$ cat src/hdl/vdm_pkg.sv
package vdm_pkg;

    localparam int unsigned LevelWidth   = 7;
    localparam int unsigned ChannelWidth = 4;
    localparam int unsigned NumSources   = 3;

    typedef logic [LevelWidth-1:0]   level_t;
    typedef logic [ChannelWidth-1:0] channel_t;

    typedef enum logic [1:0] {
        SRC_BELLOWS   = 2'd0,
        SRC_MELODY    = 2'd1,
        SRC_BASSCHORD = 2'd2,
        SRC_NONE      = 2'd3
    } source_t;

    typedef enum logic {
        OP_SET     = 1'b0,
        OP_REFRESH = 1'b1
    } opcode_t;

    typedef enum logic [2:0] {
        REG_MIN_DIFFERENCE = 3'd0,
        REG_FULL_VOLUME    = 3'd1,
        REG_MELODY_CHAN_A  = 3'd2,
        REG_MELODY_CHAN_B  = 3'd3,
        REG_MELODY_CHAN_C  = 3'd4,
        REG_MELODY_CHAN_D  = 3'd5,
        REG_BASS_CHAN      = 3'd6,
        REG_CHORD_CHAN     = 3'd7
    } reg_index_t;

    typedef enum logic [2:0] {
        BEAT_MEL_A = 3'd0,
        BEAT_MEL_B = 3'd1,
        BEAT_MEL_C = 3'd2,
        BEAT_MEL_D = 3'd3,
        BEAT_BASS  = 3'd4,
        BEAT_CHORD = 3'd5
    } beat_t;

    localparam level_t   RstMinDifference = level_t'(2);
    localparam level_t   RstFullVolume    = level_t'(127);
    localparam channel_t RstMelodyChanA   = channel_t'(0);
    localparam channel_t RstMelodyChanB   = channel_t'(4);
    localparam channel_t RstMelodyChanC   = channel_t'(5);
    localparam channel_t RstMelodyChanD   = channel_t'(6);
    localparam channel_t RstBassChan      = channel_t'(1);
    localparam channel_t RstChordChan     = channel_t'(3);

    function automatic logic moved_enough(level_t sent, level_t cur, level_t min_diff);
        level_t diff;
        diff = (sent > cur) ? level_t'(sent - cur) : level_t'(cur - sent);
        return diff >= min_diff;
    endfunction

    function automatic level_t average(level_t a, level_t b);
        logic [LevelWidth:0] sum;
        sum = {1'b0, a} + {1'b0, b};
        return sum[LevelWidth:1];
    endfunction

endpackage

$ cat src/hdl/volume_deadband_mixer.sv
// Volume deadband mixer.
// Input channel (in_valid/in_ready): one beat either sets the volume of one
// source (bellows, melody, bass/chord) or requests a forced refresh. The
// source state and last-sent levels are updated in the cycle the beat is
// accepted; the resulting messages are loaded into the result register.
// Output channel (out_valid/out_ready): zero to six beats per input, one per
// cycle while the receiver is ready: melody channels a..d, then bass, then
// chord; last marks the final. The first message appears in the cycle after
// the input is accepted. The next input is taken in the same cycle as the
// final beat of the previous one, so inputs that cause no message run at one
// per cycle while no beat is pending.
// Configuration channel (cfg_valid/cfg_ready): always ready, register index
// and data; the user writes only while idle; the block does not enforce it.
// Reset clears all volumes, valid bits and last-sent levels and loads the
// register defaults; no message is sent until all three sources are written.
// When the receiver stalls, the current beat holds and input is refused
// until the final beat of the pending item is taken.
module volume_deadband_mixer
    import vdm_pkg::*;
(
    input  logic                    clk,
    input  logic                    rst_n,

    input  logic                    cfg_valid,
    output logic                    cfg_ready,
    input  logic [2:0]              cfg_index,
    input  logic [LevelWidth-1:0]   cfg_data,

    input  logic                    in_valid,
    output logic                    in_ready,
    input  logic                    opcode,
    input  logic [1:0]              source,
    input  logic [LevelWidth-1:0]   level,
    input  logic                    bellows_enabled,

    output logic                    out_valid,
    input  logic                    out_ready,
    output logic [ChannelWidth-1:0] channel,
    output logic [LevelWidth-1:0]   volume,
    output logic                    last
);

    level_t   min_difference_reg;
    level_t   full_volume_reg;
    channel_t melody_chan_a_reg;
    channel_t melody_chan_b_reg;
    channel_t melody_chan_c_reg;
    channel_t melody_chan_d_reg;
    channel_t bass_chan_reg;
    channel_t chord_chan_reg;

    level_t   current_level_reg [NumSources];
    logic     level_valid_reg   [NumSources];
    level_t   sent_level_reg    [NumSources];
    logic     all_ready_reg;

    level_t   current_level_next [NumSources];
    logic     level_valid_next   [NumSources];
    level_t   sent_level_next    [NumSources];
    logic     all_ready_next;

    logic     pend_mel_reg, pend_mel_next;
    logic     pend_bc_reg,  pend_bc_next;
    beat_t    beat_reg,     beat_next;
    level_t   vol_mel_reg,  vol_mel_next;
    level_t   vol_bc_reg,   vol_bc_next;

    logic     in_fire;
    logic     out_fire;
    logic     is_set;
    logic     run;
    logic     valid_all;
    logic     bel_moved, mel_moved, bc_moved;
    logic     send_mel, send_bc;
    level_t   bel, mel, bc;

    assign cfg_ready = 1'b1;

    always_ff @(posedge clk or negedge rst_n)
    begin
        if (!rst_n)
        begin
            min_difference_reg <= RstMinDifference;
            full_volume_reg    <= RstFullVolume;
            melody_chan_a_reg  <= RstMelodyChanA;
            melody_chan_b_reg  <= RstMelodyChanB;
            melody_chan_c_reg  <= RstMelodyChanC;
            melody_chan_d_reg  <= RstMelodyChanD;
            bass_chan_reg      <= RstBassChan;
            chord_chan_reg     <= RstChordChan;
        end
        else if (cfg_valid)
        begin
            unique case (reg_index_t'(cfg_index))
                REG_MIN_DIFFERENCE: min_difference_reg <= cfg_data;
                REG_FULL_VOLUME:    full_volume_reg    <= cfg_data;
                REG_MELODY_CHAN_A:  melody_chan_a_reg  <= cfg_data[ChannelWidth-1:0];
                REG_MELODY_CHAN_B:  melody_chan_b_reg  <= cfg_data[ChannelWidth-1:0];
                REG_MELODY_CHAN_C:  melody_chan_c_reg  <= cfg_data[ChannelWidth-1:0];
                REG_MELODY_CHAN_D:  melody_chan_d_reg  <= cfg_data[ChannelWidth-1:0];
                REG_BASS_CHAN:      bass_chan_reg      <= cfg_data[ChannelWidth-1:0];
                REG_CHORD_CHAN:     chord_chan_reg     <= cfg_data[ChannelWidth-1:0];
                default: ;
            endcase
        end
    end

    assign out_valid = pend_mel_reg | pend_bc_reg;
    assign out_fire  = out_valid & out_ready;
    assign in_ready  = !out_valid | (out_ready & last);
    assign in_fire   = in_valid & in_ready;

    always_comb
    begin
        unique case (beat_reg)
            BEAT_MEL_A: channel = melody_chan_a_reg;
            BEAT_MEL_B: channel = melody_chan_b_reg;
            BEAT_MEL_C: channel = melody_chan_c_reg;
            BEAT_MEL_D: channel = melody_chan_d_reg;
            BEAT_BASS:  channel = bass_chan_reg;
            BEAT_CHORD: channel = chord_chan_reg;
            default:    channel = chord_chan_reg;
        endcase
    end

    assign volume = (beat_reg == BEAT_BASS || beat_reg == BEAT_CHORD) ? vol_bc_reg
                                                                       : vol_mel_reg;
    assign last   = (beat_reg == BEAT_CHORD) || (beat_reg == BEAT_MEL_D && !pend_bc_reg);

    // update the source state for the accepted beat and step the output beats
    always_comb
    begin
        is_set = (opcode_t'(opcode) == OP_SET);
        for (int i = 0; i < NumSources; i++)
        begin
            current_level_next[i] = current_level_reg[i];
            level_valid_next[i]   = level_valid_reg[i];
            sent_level_next[i]    = sent_level_reg[i];
            if (is_set && source == 2'(i))
            begin
                current_level_next[i] = level;
                level_valid_next[i]   = 1'b1;
            end
        end

        valid_all = level_valid_next[SRC_BELLOWS] & level_valid_next[SRC_MELODY]
                  & level_valid_next[SRC_BASSCHORD];
        run = in_fire && !(is_set && source_t'(source) == SRC_NONE)
              && (all_ready_reg || valid_all);
        all_ready_next = all_ready_reg | run;

        bel = bellows_enabled ? current_level_next[SRC_BELLOWS] : full_volume_reg;
        mel = current_level_next[SRC_MELODY];
        bc  = current_level_next[SRC_BASSCHORD];

        bel_moved = moved_enough(sent_level_reg[SRC_BELLOWS], bel, min_difference_reg);
        mel_moved = moved_enough(sent_level_reg[SRC_MELODY], mel, min_difference_reg);
        bc_moved  = moved_enough(sent_level_reg[SRC_BASSCHORD], bc, min_difference_reg);

        send_mel = run && (bel_moved || mel_moved || !is_set);
        send_bc  = run && (bel_moved || bc_moved || !is_set);

        if (send_mel || send_bc)
            sent_level_next[SRC_BELLOWS] = bel;
        if (send_mel)
            sent_level_next[SRC_MELODY] = mel;
        if (send_bc)
            sent_level_next[SRC_BASSCHORD] = bc;

        pend_mel_next = pend_mel_reg;
        pend_bc_next  = pend_bc_reg;
        beat_next     = beat_reg;
        vol_mel_next  = vol_mel_reg;
        vol_bc_next   = vol_bc_reg;

        if (out_fire)
        begin
            if (last)
            begin
                pend_mel_next = 1'b0;
                pend_bc_next  = 1'b0;
            end
            else
            begin
                beat_next = beat_t'(beat_reg + 3'd1);
            end
        end

        if (in_fire)
        begin
            pend_mel_next = send_mel;
            pend_bc_next  = send_bc;
            beat_next     = send_mel ? BEAT_MEL_A : BEAT_BASS;
            vol_mel_next  = bellows_enabled ? average(bel, mel) : mel;
            vol_bc_next   = bellows_enabled ? average(bel, bc) : bc;
        end
    end

    always_ff @(posedge clk or negedge rst_n)
    begin
        if (!rst_n)
        begin
            for (int i = 0; i < NumSources; i++)
            begin
                current_level_reg[i] <= '0;
                level_valid_reg[i]   <= 1'b0;
                sent_level_reg[i]    <= '0;
            end
            all_ready_reg <= 1'b0;
            pend_mel_reg  <= 1'b0;
            pend_bc_reg   <= 1'b0;
            beat_reg      <= BEAT_MEL_A;
        end
        else
        begin
            if (in_fire)
            begin
                for (int i = 0; i < NumSources; i++)
                begin
                    current_level_reg[i] <= current_level_next[i];
                    level_valid_reg[i]   <= level_valid_next[i];
                    sent_level_reg[i]    <= sent_level_next[i];
                end
            end
            all_ready_reg <= all_ready_next;
            pend_mel_reg  <= pend_mel_next;
            pend_bc_reg   <= pend_bc_next;
            beat_reg      <= beat_next;
        end
    end

    always_ff @(posedge clk)
    begin
        vol_mel_reg <= vol_mel_next;
        vol_bc_reg  <= vol_bc_next;
    end

    a_no_overrun: assert property (@(posedge clk) disable iff (!rst_n)
        in_fire |-> (!out_valid || (out_ready && last)))
        else $error("input taken while results still pending");

    a_bc_only_beats: assert property (@(posedge clk) disable iff (!rst_n)
        (out_valid && !pend_mel_reg) |-> (beat_reg == BEAT_BASS || beat_reg == BEAT_CHORD))
        else $error("melody beat without melody group pending");

    a_ready_sticky: assert property (@(posedge clk) disable iff (!rst_n)
        !$fell(all_ready_reg))
        else $error("all_ready cleared outside reset");

    a_send_needs_ready: assert property (@(posedge clk) disable iff (!rst_n)
        (in_fire && (send_mel || send_bc)) |=> all_ready_reg)
        else $error("message sent before all sources valid");

endmodule
$ cat config.mk
export PLATFORM = sky130hd
export DESIGN_NAME = volume_deadband_mixer
export DESIGN_NICKNAME = d
export VERILOG_FILES = /design/src/hdl/vdm_pkg.sv /design/src/hdl/volume_deadband_mixer.sv
export SDC_FILE = /design/constraint.sdc
export NUM_CORES = 1
export LEC_CHECK = 0
export ABC_AREA = 0
export BUFFER_PORTS_ARGS = -buffer_cell sky130_fd_sc_hd__buf_2
export CORE_ASPECT_RATIO = 1.4
export CORE_MARGIN = 3
export CORE_UTILIZATION = 54
export CTS_BUF_LIST = sky130_fd_sc_hd__clkbuf_8 sky130_fd_sc_hd__clkbuf_16
export DETAILED_ROUTE_END_ITERATION = 12
export PLACE_DENSITY = 0.72
export SYNTH_ARGS = -nofsm -noshare
export SYNTH_HDL_FRONTEND = slang
export SYNTH_SLANG_ARGS = --single-unit
$ cat constraint.sdc
create_clock -name clk -period 5.4 [get_ports clk]
set_input_delay 0.27 -clock clk [delete_from_list [all_inputs] [get_ports clk]]
set_output_delay 0.27 -clock clk [all_outputs]
set_load 0.005 [all_outputs]
==> results_tabular.tex, run 1 <==
\begin{tabular}{lr}
\hline
Metric & Value \\
\hline
\multicolumn{2}{l}{\textbf{Outcome}} \\
\quad Status & complete, no violations \\
\multicolumn{2}{l}{\textbf{Routing}} \\
\quad Residual DRC count & 0 \\
\quad Residual antenna-violating net count after detailed routing & 0 \\
\quad Wirelength, routed & between 15 and 20 mm \\
\quad Number of iterations in the first detailed-routing pass & 4 \\
\quad Number of vias per cell after detailed routing & 5.93 \\
\quad Count of vias placed by the detailed router & between 5,000 and 6,000 \\
\quad Post-DR wirelength/cell & 19.0 µm \\
\quad Starting DRC count in detailed routing & around 250 \\
\multicolumn{2}{l}{\textbf{Layout}} \\
\quad Finished layout cell area & 8130 µm² \\
\quad Antenna cell count & 0 \\
\quad Post-layout nets & 892 \\
\quad Layout cell share with drive strength beyond 1 & 21.1\% \\
\quad Area of all sequential standard cells & 2670 µm² \\
\quad Core occupancy in the finished layout & 62.2\% \\
\quad Area taken by multi-input logic gates & between 4000 and 5000 µm² \\
\quad Layout area overhead & 10.5\% \\
\quad Fillers & 1,138 \\
\quad Number of standard cells in the layout, taps in and fillers out & 970 \\
\multicolumn{2}{l}{\textbf{Clock network}} \\
\quad Buffer depth of the longest clock path & 2 \\
\quad Count of instances resized after the clock tree is built & 0 \\
\quad Number of buffers inserted by hold repair at cts & 1 \\
\quad Sinks on the clock net & 103 \\
\quad CTS Buf Count & 9 \\
\quad TritonCTS clock tree & yes \\
\quad Clock-pin slew reported for the worst setup and hold paths after clock tree synthesis & $\sim$0.080 ns \\
\quad Maximum level of the CTS H-tree & 3 \\
\quad Clk Tree Root Cell & sky130\_fd\_sc\_hd\_\_clkbuf\_16 \\
\quad Post-CTS setup buffer count & 0 \\
\quad Clk\_lat worst skew & 0.36 ns \\
\multicolumn{2}{l}{\textbf{Timing}} \\
\quad Endpoints failing hold & 0 \\
\quad Unrepaired setup endpoints after global routing & false \\
\quad Worst clock skew & 0.00653 ns \\
\quad Final Cycle Share & roughly 90\% \\
\quad Setup-violating endpoint count in the final report & 0 \\
\quad Slew Limit Headroom & 29.5\% \\
\quad Count of final max-slew check failures & 0 \\
\quad Final TNS setup & 0 ns \\
\quad Final worst path period need & 4.91 ns \\
\quad Maximum clock frequency & 204 MHz \\
\quad Worst-Margin Slew & 1.05 ns \\
\multicolumn{2}{l}{\textbf{Setup path}} \\
\quad Top cell family by delay on the critical path & compound AO/OA/AOI/OAI gates \\
\quad Startpoint kind of the worst setup timing path & input port \\
\quad WP data required & 5.68 ns \\
\quad Cell-by-cell listing of the critical path & buf\_2 > nor3\_2 > buf\_4 > mux2i\_1 > a21oi\_1 > inv\_1 > ha\_1 > o21a\_1 > nor2\_1 > a41oi\_1 > o21ai\_4 > a32o\_1 > a211oi\_2 > ha\_1 > nand2\_1 > nor2\_1 > a2111oi\_0 > o21ai\_0 > a311o\_1 > o21ai\_2 > buf\_4 > mux2i\_1 \\
\quad Critical Setup Path Class & input port to register \\
\quad Slowest cell on crit path & sky130\_fd\_sc\_hd\_\_a21oi\_1 \\
\quad Register-to-Register Setup Slack & 0.51 ns \\
\quad Delay of the slowest critical-path stage & approximately 0.46 ns \\
\quad Nature of the critical path endpoint & register \\
\quad Number of buffers and inverters on the critical path & 4 \\
\quad Crit path arrival time & 5.19 ns \\
\quad Worst-path fanout max & 11 \\
\multicolumn{2}{l}{\textbf{Yosys}} \\
\quad Library cell occupying the most area in the post-synthesis netlist & sky130\_fd\_sc\_hd\_\_dfrtp\_1 \\
\quad Cell types with the highest counts after synthesis & 76 x sky130\_fd\_sc\_hd\_\_ha\_1, 73 x sky130\_fd\_sc\_hd\_\_dfrtp\_1, 68 x sky130\_fd\_sc\_hd\_\_inv\_1 \\
\quad Synth unique cells & 73 \\
\quad Primary FF master, synth & sky130\_fd\_sc\_hd\_\_dfrtp\_1 \\
\quad Cells after Synth & 738 \\
\quad Post-synthesis average cell area & 9.97 µm² \\
\quad Synth area leaders & sky130\_fd\_sc\_hd\_\_dfrtp\_1 25\%, sky130\_fd\_sc\_hd\_\_ha\_1 13\%, sky130\_fd\_sc\_hd\_\_mux2\_2 10\%, sky130\_fd\_sc\_hd\_\_mux2i\_1 6.0\%, sky130\_fd\_sc\_hd\_\_dfstp\_2 5.7\% \\
\quad Number of synthesized register bits & 103 \\
\quad Async SR Flop Fraction & 86.4\% \\
\quad Dominant cell by count in the synthesized netlist & sky130\_fd\_sc\_hd\_\_ha\_1 \\
\quad Net count after synthesis & around 840 \\
\quad Number of enable-type register cells in the synthesized netlist & 14 \\
\quad Synthesized area & 7350 µm² \\
\quad Sequential element share of the synthesized area & 36.3\% \\
\quad Post-synth top area share & 24.8\% \\
\quad Yosys warning count & 0 \\
\multicolumn{2}{l}{\textbf{Power and ir drop}} \\
\quad Sequential power share & between 20\% and 30\% \\
\quad Switch Pwr & 0.00263 W \\
\quad Comb pwr share & 66.4\% \\
\quad Power share of the clock group & 11.6\% \\
\quad Power Dens Cells & roughly 710 nW/µm² \\
\quad VDD IR-drop max & 0.336 mV \\
\quad Leakage & 3.83 nW \\
\quad Net Sw Frac & 45.8\% \\
\quad Int Pwr & between 0.003 and 0.004 W \\
\multicolumn{2}{l}{\textbf{Floorplan}} \\
\quad Die Footprint & 15,100 µm² \\
\quad Core Rows & 49 \\
\quad Floorplan die width & 105 µm \\
\quad Die Ht & between 100 and 150 µm \\
\quad Initial Util & 56.3\% \\
\quad CORE AREA & between 10,000 and 15,000 µm² \\
\quad Ports & about 40 \\
\multicolumn{2}{l}{\textbf{Placement}} \\
\quad Standard cell area after detailed placement & 7820 µm² \\
\quad Global placer's final weighted congestion & $\sim$0.91 \\
\quad PortBufs & 39 \\
\quad Hpwl dp & 14.4 mm \\
\quad Total placed cells including tap cells & 953 \\
\multicolumn{2}{l}{\textbf{GRT}} \\
\quad Vias in the first global route & roughly 6,100 \\
\quad First-pass GRT wire length & a little over 30 mm \\
\quad Remaining global-route overflow & 0 \\
\quad Maximum number of pins on one net before global-route repair & 77 \\
\quad Total routing usage reported by global routing & 25.6\% \\
\quad Antenna violations before repair & 0 \\
\multicolumn{2}{l}{\textbf{Run}} \\
\quad Max-cap violations & 0 \\
\multicolumn{2}{l}{\textbf{Hold path}} \\
\quad Path type of the worst min-delay path & input port to register \\
\hline
\end{tabular}
through the flow:
step | setup slack (ns) | hold slack (ns) | power [W]
final | 0.487 | 0.142 | 0.00575
after global routing | 0.111 | 0.154 | 0.00628
after CTS | 0.570 | 0.134 | 0.00575
after detailed placement | 0.210 | 0.124 | 0.00506
after global placement | 0.461 | 0.118 | 0.00490
after floorplan | 0.437 | -0.0256 | 0.00404
placed cells by master (no fill, tap or decap), types with 5 or more instances in the layout:
cell type / count
sky130_fd_sc_hd__ha_1: 76
sky130_fd_sc_hd__dfrtp_1: 73
sky130_fd_sc_hd__inv_1: 68
sky130_fd_sc_hd__mux2_2: 65
sky130_fd_sc_hd__nand2_1: 56
sky130_fd_sc_hd__a21oi_1: 49
sky130_fd_sc_hd__o21ai_0: 48
sky130_fd_sc_hd__mux2i_1: 44
sky130_fd_sc_hd__buf_2: 38
sky130_fd_sc_hd__nor2_1: 36
sky130_fd_sc_hd__a21o_1: 19
sky130_fd_sc_hd__buf_4: 17
sky130_fd_sc_hd__dfstp_2: 16
sky130_fd_sc_hd__xnor2_1: 15
sky130_fd_sc_hd__edfxtp_1: 14
sky130_fd_sc_hd__o21bai_1: 9
sky130_fd_sc_hd__clkbuf_16: 9
sky130_fd_sc_hd__nand2b_1: 8
sky130_fd_sc_hd__a31oi_1: 7
sky130_fd_sc_hd__nor2b_1: 6
sky130_fd_sc_hd__nor3b_1: 6
sky130_fd_sc_hd__nand4b_1: 6
sky130_fd_sc_hd__nand4_1: 5
sky130_fd_sc_hd__o21ai_1: 5
kinds of logic after synthesis:
logic type | synth area share, %
AND/OR/NAND/NOR | 10.2
AO/OA/AOI/OAI | 16.3
multiplexers | 15.9
XOR/XNOR | 2.26
buffers and inverters | 4.76
adder cells (fa/ha/maj) | 14.2
flip-flops | 36.3
other | 0.0510
metal layers:
metal | track usage (%) | share of wire (%)
met1 | 29.0 | 41
met2 | 45.9 | 51
met3 | 4.56 | 3.7
met4 | 14.4 | 5.2
met5 | 0 | 0
worst paths after layout:
check / start / end / depth (start not counted)
max: source[1] / sent_level_reg[14]$_DFFE_PN0P_ / 22
min: cfg_data[6] / min_difference_reg[6]$_DFFE_PN0P_ / 3
max reg2reg: full_volume_reg[6]$_DFFE_PN1P_ / sent_level_reg[14]$_DFFE_PN0P_ / 19
min reg2reg: all_ready_reg$_DFF_PN0_ / all_ready_reg$_DFF_PN0_ / 1
max in group asynchronous: rst_n / sent_level_reg[5]$_DFFE_PN0P_ / 3
min in group asynchronous: rst_n / melody_chan_b_reg[3]$_DFFE_PN0P_ / 2
power by group through the flow:
| stage | clock network, W | logic [W] | registers [W] |
|---|---|---|---|
| finish | 0.000668 | 0.00382 | 0.00127 |
| global route | 0.000710 | 0.00427 | 0.00130 |
| CTS | 0.000681 | 0.00381 | 0.00127 |
| detailed placement | 0 | 0.00378 | 0.00128 |
| global placement | 0 | 0.00363 | 0.00127 |
| floorplan | 0 | 0.00281 | 0.00122 |
final cells by class:
type                       instances  share of cell area [%]
multi-input combinational        545                    53.4
sequential                       103                    32.8
timing repair buffer              56                    4.03
inverter                          72                    3.36
clock buffer                      10                    2.94
tap                              178                    2.74
clock inverter                     6                   0.739
worst min-delay path, stage by stage:
cell	delay (ns)
sky130_fd_sc_hd__buf_2	0.10
sky130_fd_sc_hd__nand2_1	0.04
sky130_fd_sc_hd__o21ai_0	0.06
Power figures use the tool's default switching activity.
==> run 2: changes to the inputs <==
--- a/config.mk
+++ b/config.mk
@@ -13,4 +13,5 @@
 export CTS_BUF_LIST = sky130_fd_sc_hd__clkbuf_8 sky130_fd_sc_hd__clkbuf_16
 export DETAILED_ROUTE_END_ITERATION = 12
+export HOLD_SLACK_MARGIN = 0.02
 export PLACE_DENSITY = 0.72
 export SYNTH_ARGS = -nofsm -noshare
==> constraint.sdc (replaced) <==
create_clock -name clk -period 5.4 [get_ports clk]
set_input_delay 1.08 -clock clk [delete_from_list [all_inputs] [get_ports clk]]
set_output_delay 1.08 -clock clk [all_outputs]
set_load 0.005 [all_outputs]
==> results_tabular.tex, run 2 (synthesized netlist as in run 1, its figures left out) <==
\begin{tabular}{lr}
\hline
Metric & Value \\
\hline
\multicolumn{2}{l}{\textbf{Timing}} \\
\quad Slew Limit Headroom & 24.7\% (-4.9 points) \\
\quad Final worst path period need & 5.16 ns (+0.248 ns) \\
\quad Maximum clock frequency & 194 MHz (-4.8\%) \\
\quad Setup-violating endpoint count in the final report & 0 (unchanged) \\
\quad WHS & 0.480 ns (+0.338 ns) \\
\quad Worst-Margin Slew & 1.12 ns (+0.0724 ns) \\
\quad Endpoints failing hold & 0 (unchanged) \\
\quad Worst clock skew & 0.00769 ns (+0.00116 ns) \\
\quad Count of final max-slew check failures & 0 (unchanged) \\
\quad Final Cycle Share & 95.6\% (+4.6 points) \\
\multicolumn{2}{l}{\textbf{Setup path}} \\
\quad Delay of the slowest critical-path stage & 0.43 ns (-0.03 ns) \\
\quad Startpoint kind of the worst setup timing path & input port \\
\quad CP dominant cell by count & sky130\_fd\_sc\_hd\_\_buf\_4 \\
\quad Slowest cell on crit path & sky130\_fd\_sc\_hd\_\_a311o\_1 \\
\quad Register-to-Register Setup Slack & 0.89 ns (+0.38 ns) \\
\quad Worst-path fanout max & 8 (-3) \\
\quad Critical Setup Path Class & input port to register \\
\quad Top cell family by delay on the critical path & compound AO/OA/AOI/OAI gates \\
\quad Crit path arrival time & 5.43 ns (+0.24 ns) \\
\quad WP data required & 5.67 ns (about the same) \\
\quad Startpoint of the worst-slack reg-to-reg timing path & full\_volume\_reg[0]\$\_DFFE\_PN1P\_ \\
\quad Nature of the critical path endpoint & register \\
\quad Crit path from & source[0] \\
\quad Cell-by-cell listing of the critical path & buf\_2 > buf\_4 > nor3b\_1 > buf\_4 > mux2\_2 > ha\_1 > o21ai\_0 > a21oi\_1 > o22ai\_1 > o21ai\_2 > buf\_4 > mux2i\_1 > xnor2\_1 > ha\_1 > a21oi\_1 > o21ai\_0 > a311o\_1 > o21ai\_4 > buf\_6 > mux2i\_2 \\
\quad Number of buffers and inverters on the critical path & 5 (+1) \\
\multicolumn{2}{l}{\textbf{GRT}} \\
\quad Total routing usage reported by global routing & 25.8\% (+0.18 points) \\
\quad Maximum number of pins on one net before global-route repair & 55 (-29\%) \\
\quad Vias in the first global route & 6,134 (+0.28\%) \\
\quad Antenna violations before repair & 0 (unchanged) \\
\quad First-pass GRT wire length & 30.6 mm (-0.11\%) \\
\quad Remaining global-route overflow & 0 (unchanged) \\
\multicolumn{2}{l}{\textbf{Layout}} \\
\quad Antenna cell count & 0 (unchanged) \\
\quad Commonest non-fill, non-tap cells in the layout & 75 x sky130\_fd\_sc\_hd\_\_ha\_1, 73 x sky130\_fd\_sc\_hd\_\_dfrtp\_1, 72 x sky130\_fd\_sc\_hd\_\_buf\_4 \\
\quad Layout cell share with drive strength beyond 1 & 27.4\% (+6.3 points) \\
\quad Finished layout cell area & 8610 µm² (+5.9\%) \\
\quad Post-layout nets & 948 (+6.3\%) \\
\quad Fillers & 1,078 (-5.3\%) \\
\quad Area of all sequential standard cells & 2670 µm² (unchanged) \\
\quad Layout area overhead & 17.1\% \\
\quad Area taken by multi-input logic gates & 4390 µm² (+1.3\%) \\
\quad Most common cell after layout, fill and taps aside & sky130\_fd\_sc\_hd\_\_ha\_1 \\
\multicolumn{2}{l}{\textbf{Power and ir drop}} \\
\quad Leakage & 4.10 nW (+7.1\%) \\
\quad Power Dens Cells & 718 nW/µm² (+1.5\%) \\
\quad VDD IR-drop max & 0.422 mV (+26\%) \\
\multicolumn{2}{l}{\textbf{Floorplan}} \\
\quad Initial Util & 56.3\% (unchanged) \\
\quad Ports & 41 (unchanged) \\
\quad Die Footprint & 15,100 µm² (unchanged) \\
\quad Core Rows & 49 (unchanged) \\
\quad CORE AREA & 13,100 µm² (unchanged) \\
\quad Floorplan die width & 105 µm (unchanged) \\
\quad Die Ht & 144 µm (unchanged) \\
\multicolumn{2}{l}{\textbf{Hold path}} \\
\quad Path type of the worst min-delay path & register to register \\
\quad Source of the worst hold timing path & current\_level\_reg[8]\$\_DFFE\_PN0P\_ \\
\multicolumn{2}{l}{\textbf{Routing}} \\
\quad Residual DRC count & 0 (unchanged) \\
\quad Number of vias per cell after detailed routing & 5.84 (-1.5\%) \\
\quad Post-DR wirelength/cell & 18.5 µm (-2.5\%) \\
\quad Residual antenna-violating net count after detailed routing & 0 (unchanged) \\
\quad Starting DRC count in detailed routing & 218 (-14\%) \\
\quad Number of iterations in the first detailed-routing pass & 5 (+1) \\
\quad Wirelength, routed & 19.0 mm (+3.1\%) \\
\quad Count of vias placed by the detailed router & 5,991 (+4.2\%) \\
\multicolumn{2}{l}{\textbf{Placement}} \\
\quad PortBufs & 39 (unchanged) \\
\quad Global placer's final weighted congestion & 0.914 (+0.56\%) \\
\quad Hpwl dp & 15.2 mm (+5.6\%) \\
\quad Standard cell area after detailed placement & 8260 µm² (+5.6\%) \\
\multicolumn{2}{l}{\textbf{Clock network}} \\
\quad CTS Buf Count & 9 (unchanged) \\
\quad Buffer depth of the longest clock path & 2 (unchanged) \\
\quad Maximum level of the CTS H-tree & 3 (unchanged) \\
\quad Clk\_lat worst skew & 0.36 ns (about the same) \\
\quad Sinks on the clock net & 103 (unchanged) \\
\quad TritonCTS clock tree & yes \\
\quad Number of buffers inserted by hold repair at cts & 0 (-1) \\
\quad Clk Tree Root Cell & sky130\_fd\_sc\_hd\_\_clkbuf\_16 \\
\quad Clock-pin slew reported for the worst setup and hold paths after clock tree synthesis & 0.07 ns (about the same) \\
\multicolumn{2}{l}{\textbf{Run}} \\
\quad Max-cap violations & 0 (unchanged) \\
\multicolumn{2}{l}{\textbf{Outcome}} \\
\quad Status & complete, no violations \\
\hline
\end{tabular}
## run 2: final timing paths
kind | to | cells past startpoint
worst max-delay path | sent_level_reg[17]$_DFFE_PN0P_ | 20
worst min-delay path | current_level_reg[8]$_DFFE_PN0P_ | 2
worst max register to register | sent_level_reg[17]$_DFFE_PN0P_ | 21
worst min register to register | current_level_reg[8]$_DFFE_PN0P_ | 2
max in group asynchronous | sent_level_reg[15]$_DFFE_PN0P_ | 2
min in group asynchronous | melody_chan_d_reg[3]$_DFFE_PN0P_ | 1
## run 2: worst min-delay path: cells and delay by family (launching register included)
family           cells  cell delay (ns)
AND/OR/NAND/NOR      1             0.04
AO/OA/AOI/OAI        1             0.06
flip-flops           1             0.34
## run 2: layout make-up
cell class	instances	share of cell area [%]
Clock buffer	9	2.62
Clock inverter	7	0.857
Inverter	72	3.17
Multi-Input combinational cell	545	51.0
Sequential cell	103	31.0
Tap cell	178	2.59
Timing Repair Buffer	112	8.75
## run 2: per-stage QoR
stage,power [W],utilization [%],TNS [ns],setup WS (ns),std cells
global placement,0.00524,63.2,-2.08,-0.175,1009
finish,0.00618,65.9,0,0.239,1026
floorplan,0.00406,-,-0.327,-0.146,738
global route,0.00674,65.9,-0.0452,-0.0169,1026
detailed placement,0.00544,63.2,-3.14,-0.262,1009
CTS,0.00612,65.5,0,0.106,1025
## run 2: what timing repair did
item	in CTS	in global routing
resized for setup	0	10
endpoints found under the setup margin	0	21
setup buffers	0	1
## run 2: where the power goes
group | internal [W] | switching [W] | leakage, nW
combinational | 0.00200 | 0.00226 | 2.76
sequential | 0.00111 | 0.000164 | 1.20
clock | 0.000328 | 0.000326 | 0.147
total | 0.00343 | 0.00275 | 4.10
## run 2: routing by layer
layer,vias up,part of all wire [%],global-route usage [%]
li1,2870,-,-
met1,2926,40,29.7
met2,148,53,48.3
met3,47,3.3,2.50
met4,0,3.7,12.4
met5,-,0,0
